`src/rtl/lcg64_pkg.sv`:
```
`default_nettype none
// ----------------------------------------------------------------------------
// lcg64_pkg
// Shared constants and types for the 64-bit LCG with skip-ahead seeding.
// ----------------------------------------------------------------------------
package lcg64_pkg;

   // Generator multiplier and increment
   localparam logic [63:0] LCG_MULT = 64'h5851_F42D_4C95_7F2D;
   localparam logic [63:0] LCG_INC  = 64'd1;

   // Item kinds carried on req_tuser
   localparam logic KIND_NEXT      = 1'b0;
   localparam logic KIND_SEED_JUMP = 1'b1;

   // Request to the shared multiplier
   typedef struct packed {
      logic        start;
      logic [63:0] a;
      logic [63:0] b;
   } mul_req_type;

   // Response from the shared multiplier
   typedef struct packed {
      logic        done;
      logic [63:0] product;
   } mul_rsp_type;

endpackage : lcg64_pkg
`default_nettype wire

```
`src/rtl/lcg64_skip_ahead_generator.sv`:
```
`default_nettype none
// ----------------------------------------------------------------------------
// lcg64_skip_ahead_generator
// 64-bit LCG (state' = 6364136223846793005 * state + 1 mod 2^64) with
// skip-ahead seeding from seed one.
// ----------------------------------------------------------------------------
// Each item returns one 64-bit value, the new generator state. All products
// go through one shared multiplier that forms a 64-bit product from three
// 32x32 partial products. A next item forms one product in S_ADV and then
// passes through S_OUT to the result register. A seed_jump item runs one
// round per bit of jump_count up to its highest set bit, each round two or
// three products; with jump_count 0 it goes from S_ROUND straight to S_OUT.
// The block accepts one item at a time; req_tready stays low while an item
// is at work. A finished result waits in the output register, and the next
// item may be accepted then.
// ----------------------------------------------------------------------------
module lcg64_skip_ahead_generator (
   input  wire         clock,
   input  wire         reset,
   input  wire         req_tvalid,
   output logic        req_tready,
   input  wire  [63:0] req_tdata,   // [63:0] jump_count
   input  wire         req_tuser,   // [0] kind
   output logic        rsp_tvalid,
   input  wire         rsp_tready,
   output logic [63:0] rsp_tdata    // [63:0] random_value
);

   localparam logic [2:0] S_IDLE  = 3'd0;
   localparam logic [2:0] S_ADV   = 3'd1;
   localparam logic [2:0] S_ROUND = 3'd2;
   localparam logic [2:0] S_JV    = 3'd3;
   localparam logic [2:0] S_JA    = 3'd4;
   localparam logic [2:0] S_JM    = 3'd5;
   localparam logic [2:0] S_OUT   = 3'd6;

   logic [2:0]  state_ff, state_in;
   logic [63:0] gen_ff, gen_in;
   logic [63:0] n_ff, n_in;
   logic [63:0] m_ff, m_in;
   logic [63:0] a_ff, a_in;
   logic [63:0] v_ff, v_in;
   logic        out_valid_ff, out_valid_in;
   logic [63:0] out_data_ff, out_data_in;
   logic        req_take;

   lcg64_pkg::mul_req_type mul_req;
   lcg64_pkg::mul_rsp_type mul_rsp;

   lcg64_mul u_mul (
      .clock   (clock),
      .reset   (reset),
      .mul_req (mul_req),
      .mul_rsp (mul_rsp)
   );

   assign req_tready = (state_ff == S_IDLE);
   assign req_take   = req_tvalid && req_tready;

   // Sequence the advance and the square-and-multiply rounds
   always_comb begin
      state_in     = state_ff;
      gen_in       = gen_ff;
      n_in         = n_ff;
      m_in         = m_ff;
      a_in         = a_ff;
      v_in         = v_ff;
      out_valid_in = out_valid_ff && !rsp_tready;
      out_data_in  = out_data_ff;
      mul_req      = '0;
      case (state_ff)
         S_IDLE: begin
            if (req_take) begin
               if (req_tuser == lcg64_pkg::KIND_NEXT) begin
                  mul_req.start = 1'b1;
                  mul_req.a     = lcg64_pkg::LCG_MULT;
                  mul_req.b     = gen_ff;
                  state_in      = S_ADV;
               end else begin
                  n_in     = req_tdata;
                  m_in     = lcg64_pkg::LCG_MULT;
                  a_in     = lcg64_pkg::LCG_INC;
                  v_in     = 64'd1;
                  state_in = S_ROUND;
               end
            end
         end
         S_ADV: begin
            if (mul_rsp.done) begin
               gen_in   = mul_rsp.product + lcg64_pkg::LCG_INC;
               state_in = S_OUT;
            end
         end
         S_ROUND: begin
            // Stop once no set bit remains: v no longer changes
            if (n_ff == 64'd0) begin
               gen_in   = v_ff;
               state_in = S_OUT;
            end else if (n_ff[0]) begin
               mul_req.start = 1'b1;
               mul_req.a     = m_ff;
               mul_req.b     = v_ff;
               state_in      = S_JV;
            end else begin
               mul_req.start = 1'b1;
               mul_req.a     = a_ff;
               mul_req.b     = m_ff + 64'd1;
               state_in      = S_JA;
            end
         end
         S_JV: begin
            if (mul_rsp.done) begin
               v_in          = mul_rsp.product + a_ff;
               mul_req.start = 1'b1;
               mul_req.a     = a_ff;
               mul_req.b     = m_ff + 64'd1;
               state_in      = S_JA;
            end
         end
         S_JA: begin
            if (mul_rsp.done) begin
               a_in          = mul_rsp.product;
               mul_req.start = 1'b1;
               mul_req.a     = m_ff;
               mul_req.b     = m_ff;
               state_in      = S_JM;
            end
         end
         S_JM: begin
            if (mul_rsp.done) begin
               m_in     = mul_rsp.product;
               n_in     = {1'b0, n_ff[63:1]};
               state_in = S_ROUND;
            end
         end
         S_OUT: begin
            // Hold until the output register is free
            if (!out_valid_ff || rsp_tready) begin
               out_valid_in = 1'b1;
               out_data_in  = gen_ff;
               state_in     = S_IDLE;
            end
         end
         default: state_in = S_IDLE;
      endcase
   end

   always_ff @(posedge clock) begin
      if (reset) begin
         state_ff     <= S_IDLE;
         gen_ff       <= 64'd0;
         out_valid_ff <= 1'b0;
      end else begin
         state_ff     <= state_in;
         gen_ff       <= gen_in;
         out_valid_ff <= out_valid_in;
      end
      n_ff        <= n_in;
      m_ff        <= m_in;
      a_ff        <= a_in;
      v_ff        <= v_in;
      out_data_ff <= out_data_in;
   end

   assign rsp_tvalid = out_valid_ff;
   assign rsp_tdata  = out_data_ff;

endmodule : lcg64_skip_ahead_generator
`default_nettype wire

```
`src/rtl/lcg64_mul.sv`:
```
`default_nettype none
// ----------------------------------------------------------------------------
// lcg64_mul
// Iterative 64x64 multiplier, low 64 bits of the product, built on one
// 32x32 multiplier over three partial products.
// ----------------------------------------------------------------------------
module lcg64_mul (
   input  wire                         clock,
   input  wire                         reset,
   input  wire lcg64_pkg::mul_req_type mul_req,
   output lcg64_pkg::mul_rsp_type      mul_rsp
);

   localparam logic [1:0] PH_LOLO = 2'd0;
   localparam logic [1:0] PH_LOHI = 2'd1;
   localparam logic [1:0] PH_HILO = 2'd2;
   localparam logic [1:0] PH_LAST = 2'd3;

   logic [63:0] a_ff, a_in;
   logic [63:0] b_ff, b_in;
   logic [1:0]  phase_ff, phase_in;
   logic        busy_ff, busy_in;
   logic        done_ff, done_in;
   logic [63:0] prod_ff, prod_in;
   logic [63:0] acc_ff, acc_in;
   logic [31:0] op_x, op_y;

   // Pick the partial-product operands for this phase
   always_comb begin
      case (phase_ff)
         PH_LOLO: begin
            op_x = a_ff[31:0];
            op_y = b_ff[31:0];
         end
         PH_LOHI: begin
            op_x = a_ff[31:0];
            op_y = b_ff[63:32];
         end
         PH_HILO: begin
            op_x = a_ff[63:32];
            op_y = b_ff[31:0];
         end
         default: begin
            op_x = 32'd0;
            op_y = 32'd0;
         end
      endcase
   end

   // Sequence the partial products and accumulate the registered product
   always_comb begin
      a_in     = a_ff;
      b_in     = b_ff;
      phase_in = phase_ff;
      busy_in  = busy_ff;
      done_in  = 1'b0;
      prod_in  = {32'd0, op_x} * {32'd0, op_y};
      acc_in   = acc_ff;
      if (mul_req.start) begin
         a_in     = mul_req.a;
         b_in     = mul_req.b;
         phase_in = PH_LOLO;
         busy_in  = 1'b1;
      end else if (busy_ff) begin
         phase_in = phase_ff + 2'd1;
         case (phase_ff)
            PH_LOLO: ;
            PH_LOHI: acc_in = prod_ff;
            PH_HILO: acc_in = acc_ff + {prod_ff[31:0], 32'd0};
            PH_LAST: begin
               acc_in  = acc_ff + {prod_ff[31:0], 32'd0};
               busy_in = 1'b0;
               done_in = 1'b1;
            end
            default: ;
         endcase
      end
   end

   always_ff @(posedge clock) begin
      if (reset) begin
         busy_ff  <= 1'b0;
         done_ff  <= 1'b0;
         phase_ff <= PH_LOLO;
      end else begin
         busy_ff  <= busy_in;
         done_ff  <= done_in;
         phase_ff <= phase_in;
      end
      a_ff    <= a_in;
      b_ff    <= b_in;
      prod_ff <= prod_in;
      acc_ff  <= acc_in;
   end

   assign mul_rsp.done    = done_ff;
   assign mul_rsp.product = acc_ff;

endmodule : lcg64_mul
`default_nettype wire
```
`config.mk`:
```
export PLATFORM = sky130hd
export DESIGN_NAME = lcg64_skip_ahead_generator
export DESIGN_NICKNAME = d
export VERILOG_FILES = /design/src/rtl/lcg64_pkg.sv /design/src/rtl/lcg64_skip_ahead_generator.sv /design/src/rtl/lcg64_mul.sv
export SDC_FILE = /design/constraint.sdc
export NUM_CORES = 2
export LEC_CHECK = 0
export BUFFER_PORTS_ARGS = -buffer_cell sky130_fd_sc_hd__buf_4
export CAP_MARGIN = 15
export CORE_UTILIZATION = 50
export DETAILED_ROUTE_END_ITERATION = 7
export PLACE_DENSITY = 0.68
export SLEW_MARGIN = 15
export SYNTH_ARGS = -nofsm -noshare
export SYNTH_HDL_FRONTEND = slang
export SYNTH_SLANG_ARGS = --single-unit
```
`constraint.sdc`:
```
create_clock -name clock -period 8.99 [get_ports clock]
set_input_delay 0.4495 -clock clock [delete_from_list [all_inputs] [get_ports clock]]
set_output_delay 0.4495 -clock clock [all_outputs]
set_load 0.02 [all_outputs]
```
Yosys cells after proc, flatten, opt, wreduce, memory -nomap -nowiden
Index checks and enable logic that the tools add are counted.

Flip-flop bits (word level): 648. Output and inout bits: 66.

$add $sub $neg: 5. Multipliers: 1. Equal/unequal tests: 17. Multiplexer cells: 42. Bitwise operators: 2. Reduce and logical (&&, ||, !) cells: 25.

Operators with widths (count): $pmux W64 S2 (6); $mux W64 (11); $mux W129 (5); $pmux W129 S4 (1); $add A64 B1 Y64 const B (2); $add A64 B64 Y64 (2); $mux W128 (1); $pmux W32 S2 (2); $logic_not A64 Y1 (1); $mul A32 B32 Y64 (1); $mux W3 (8); $pmux W3 S7 (1); $ne A2 B1 Y1 const B (6); $reduce_and A4 Y1 (3); $reduce_bool A2 Y1 (5); $eq A3 B3 Y1 const B (3); $reduce_or A2 Y1 (4); $eq A3 B2 Y1 const B (2); $mux W1 (6); $reduce_and A3 Y1 (2); $reduce_and A6 Y1 (1); $eq A2 B2 Y1 const B (2); $ne A2 B2 Y1 const B (2); $eq A3 B1 Y1 const B (1); other kinds (11) (14).

Longest topological paths before layout
Depth in word-level cells: 6. Mapped depth: 35.

By module
Synthesis repeated with hierarchy kept, for this count alone.

Cell total of the unflattened synthesis: 6837. Area, all modules: 64861.0 um2.

Modules (own cells, without submodules): lcg64_mul (times used 1, cells an instance 4482, area each 42416.9 um2, sequential area each 7126.8 um2); lcg64_skip_ahead_generator (times used 1, cells an instance 2355, area each 22444.0 um2, sequential area each 10970.5 um2).

Worst setup path before layout
Ideal clock, no wire load.

Path type: flip-flop to flip-flop. Start point: register u_mul.phase_ff[0]. End point: register u_mul.prod_ff[58]. Setup time: 136 ps. Arrival: 8812 ps. Required time: 8854 ps. Slack: 42 ps. Cell stages (with the launch flop): 34. Buffers on the path: 6. Clock period less this slack: 8948 ps. Cells stage by stage: dfxtp_1 -> inv_1 -> clkbuf_1 -> buf_1 -> ha_1 -> or2_2 -> clkbuf_1 -> clkbuf_1 -> a22oi_1 -> clkbuf_1 -> nor2_1 -> fa_1 -> fa_1 -> fa_1 -> inv_1 -> fa_1 -> inv_1 -> fa_1 -> inv_1 -> fa_1 -> inv_1 -> fa_1 -> fa_1 -> ha_1 -> buf_6 -> a21oi_4 -> o211ai_2 -> a211oi_2 -> o2111ai_1 -> a21bo_1 -> a31o_1 -> a221o_1 -> a2111oi_0 -> a211oi_1.

Cells in the longest elaborated chain, start to end: 4.

Ends and longest elaborated chain: from (decl) (RTL line lcg64_mul.sv:21) `logic [1:0] phase_ff, phase_in;`; from (signal assigned) (RTL line lcg64_mul.sv:88) `phase_ff <= phase_in;`; $eq A2 B1 Y1, or another cell as far along (RTL line lcg64_mul.sv:30) `case (phase_ff)`; $reduce_or A2 Y1 (no line); $pmux W32 S2 (RTL line lcg64_mul.sv:30); $mul A32 B32 Y64 * (RTL line lcg64_mul.sv:57) `prod_in = {32'd0, op_x} * {32'd0, op_y};`; named net u_mul.prod_in[58] (RTL line lcg64_mul.sv:24) `logic [63:0] prod_ff, prod_in;`; to (signal assigned) (RTL line lcg64_mul.sv:92) `prod_ff <= prod_in;`; to (decl) (RTL line lcg64_mul.sv:24).

Mark *: on every way through the listed nets, which the timed path passes. The rest lies on a longest branch. A chain may end at the register's enable or synchronous reset.

Final worst setup path
Start point: register u_mul.phase_ff[0]. End point: register u_mul.prod_ff[55].

The elaborated chain is that of the path after synthesis.

==> impl_results.md <==
- Number of remaining DRC errors: 0
- Fmax: 0.113 GHz
- Min-Delay Path Class: in -> reg
- Mapped cell area: 65200 um2
- Fin cells: roughly 9000
- End of the worst register-to-register path: u_mul.prod_ff[55]
- Max-cap violations: 0
- Final Max Slew Viols: 0
- Die height: around 360 um
- Post-synthesis cell type count: 84
- CTS tree: done
- Clock sink count: between 600 and 700
- Commonest non-fill, non-tap cells in the layout: inv_1 (909), fa_1 (894), nor2_1 (867)
- Cell taking the most area after synthesis: fa_1
- Clock buffer depth: 3
- Die area: 132000 um2
- Filler cells: around 11000
- Clock root buffer: clkbuf_16
- Worst EP required: approximately 9.5 ns
- RePlAce Congestion: between 1 and 1.5
- Syn Area/Cell: about 9.5 um2
- DR vias/cell: 5.97
- H-tree levels: 3
- GRT Overall Usage: approximately a third
- Synth Warn #: 0
- Vias after detailed routing: approximately 53000
- Worst setup path startpoint: u_mul.phase_ff[0]
- Pre-antenna DRT Iters: 8
- Async SR Flop Fraction: 0%
- Drt wl/cell: around 26 um
- Die X: 363 um
- Cells after Synth: between 6000 and 7000
- Highest-delay cell along the critical path: fa_1
- Overflow after GRT: 0
- CP most frequent cell: fa_1
- Fraction of layout cells with a size suffix above 1: 9.99%
- Seq cells post-synth: ~650
- Period Utilization, post-route: roughly 98%
- Reg2Reg Launch Point: u_mul.phase_ff[0]
- Number of synthesized flops with an enable pin: 512
- Detailed Route WL: 228 mm
- Startpoint Class: register
- Initial antenna violation count: 8
- Setup crit end: u_mul.prod_ff[55]
- Global-route wire length before repair: 336 mm
- Placed cells: roughly 8600
- Detailed Place HPWL: approximately 180 mm
- Period minus WS final: a little under 9 ns
- Crit path largest cell delay: around 0.59 ns
- Worst Tran Pin Value: between 1 and 1.5 ns
- Status: finished, final reports clean
- Antenna-violating nets left: 0
- Seq/Total Area, Yosys: 27.7%
- Clk_lat worst skew: roughly 0.65 ns
- Placeable Area: about 130000 um2
- Main flop type after synthesis: edfxtp_1
- Max-slew headroom: roughly 27%
- Clock transition at path regs: ~0.07 ns
- Area contributors post-synth: fa_1 (28%), edfxtp_1 (24%), ha_1 (7.0%)
- Largest net degree at the start of global routing: 85
- Cell Rows: between 100 and 150
- I/O pins: between 100 and 150
- Hold Vio Cnt, Final: 0
- Arr. time, crit path: 9.37 ns
- Nets: around 8300
- CP max FO: 32
- Crit Path Category: reg -> reg
- Most common cell after layout, fill and taps aside: inv_1
- R2r setup slk: 0.14 ns
- R2R cell count: 31
- Mapped Nets: 8216
- CP endpoint kind: register
- Port bufs: 134
- Yosys top cell area share: 27.6%
- Detailed Route Iter0 Violations: 6528
- Setup Viol. Count Final: 0
- Vias in the first global route: 51800
- Layout Area Growth over Synthesis: 11.3%
- Clock buffer count from CTS: 71
- Starting Density: approximately half
- Clk_skew: approximately 0.037 ns
## cell usage after synthesis, drive strengths merged (42+ instances only)
master,instances
fa,898
a21o,92
nor2,877
a22o,75
xnor2,92
a22oi,70
nand2b,46
nand3,113
a21oi,282
xor2,118
and2,51
a222oi,42
nor3,56
clkbuf,377
dfxtp,136
o21ai,208
nand4,66
edfxtp,512
and3,137
nand2,867
inv,909
ha,363
a221o,47
## cells by family (layout without fill, tap and decap cells)
logic type	after synthesis	in the layout	synth area share, %
AO/OA/AOI/OAI	1042	1042	10.8
flip-flops	648	648	27.7
adder cells (fa/ha/maj)	1261	1261	34.5
other	0	6	0
buffers and inverters	1315	1485	7.62
multiplexers	17	17	0.267
XOR/XNOR	210	210	2.82
AND/OR/NAND/NOR	2393	2393	16.2
## flip-flops by register name, indices dropped and copies added, names as in the netlist, 2 cells and up
name            cells
rsp_tdata          64
u_mul.a_ff         64
m_ff               64
n_ff               64
gen_ff             64
u_mul.acc_ff       64
a_ff               64
state_ff            3
u_mul.phase_ff      2
u_mul.prod_ff      64
u_mul.b_ff         64
v_ff               64
## routing by layer
layer	vias up	wire, um	part of all wire [%]	GRT usage [%]
met2	2886	98900	43	51.6
li1	22900	-	-	-
met1	26300	94000	41	49.1
met3	448	24500	11	6.86
met5	-	22	0.0097	0
met4	4	10500	4.6	13.8
## worst min path at each step
stage / startpoint / endpoint / depth (start not counted)
floorplan: gen_ff[16] / rsp_tdata[16] / 0
global placement: gen_ff[3] / rsp_tdata[3] / 0
detailed placement: gen_ff[20] / rsp_tdata[20] / 0
CTS: req_tdata[45] / n_ff[45] / 3
global route: req_tdata[21] / n_ff[21] / 3
finish: req_tdata[45] / n_ff[45] / 3
## timing repair
item                       CTS  global route
gates resized for setup      7            39
setup endpoints to repair    8            13
pin swaps                    0            14
buffers inserted             0            21
gates cloned                 0             6
hold buffers                 0             0
## through the flow
step	utilization [%]	cell area (um2)	hold slack, ns	TNS, ns	worst slack (ns)
floorplan	-	65200	0.431	0	0.0423
global placement	53.8	69700	0.456	0	0.0163
detailed placement	53.8	69700	0.451	-0.136	-0.0471
CTS	55.8	72200	0.0516	0	0.00254
global route	56.1	72600	0.0759	-0.0382	-0.0245
finish	56.1	72600	0.0688	0	0.142
## critical path, delay by kind of cell, from the launching register on
kind / cells / cell delay [ns]
compound gates: 5 / 1.16
xor+xnor: 1 / 0.13
fa+ha+maj: 10 / 4.64
buf+inv: 11 / 1.62
flops: 1 / 0.37
simple gates: 4 / 0.79
## cell type report
class	count	area [um2]	share of cell area [%]
flip-flops and latches	648	18100	24.9
diodes	6	15.0	0.0207
well taps	1742	2180	3.00
repair buffers	445	3960	5.46
multi-input cells	4923	42500	58.5
clock inverters	36	460	0.634
clock buffers	95	1990	2.74
inverters	909	3410	4.70
Power is not shown: default switching activity piles up to over one toggle a cycle in this logic, so the estimate is an artifact.
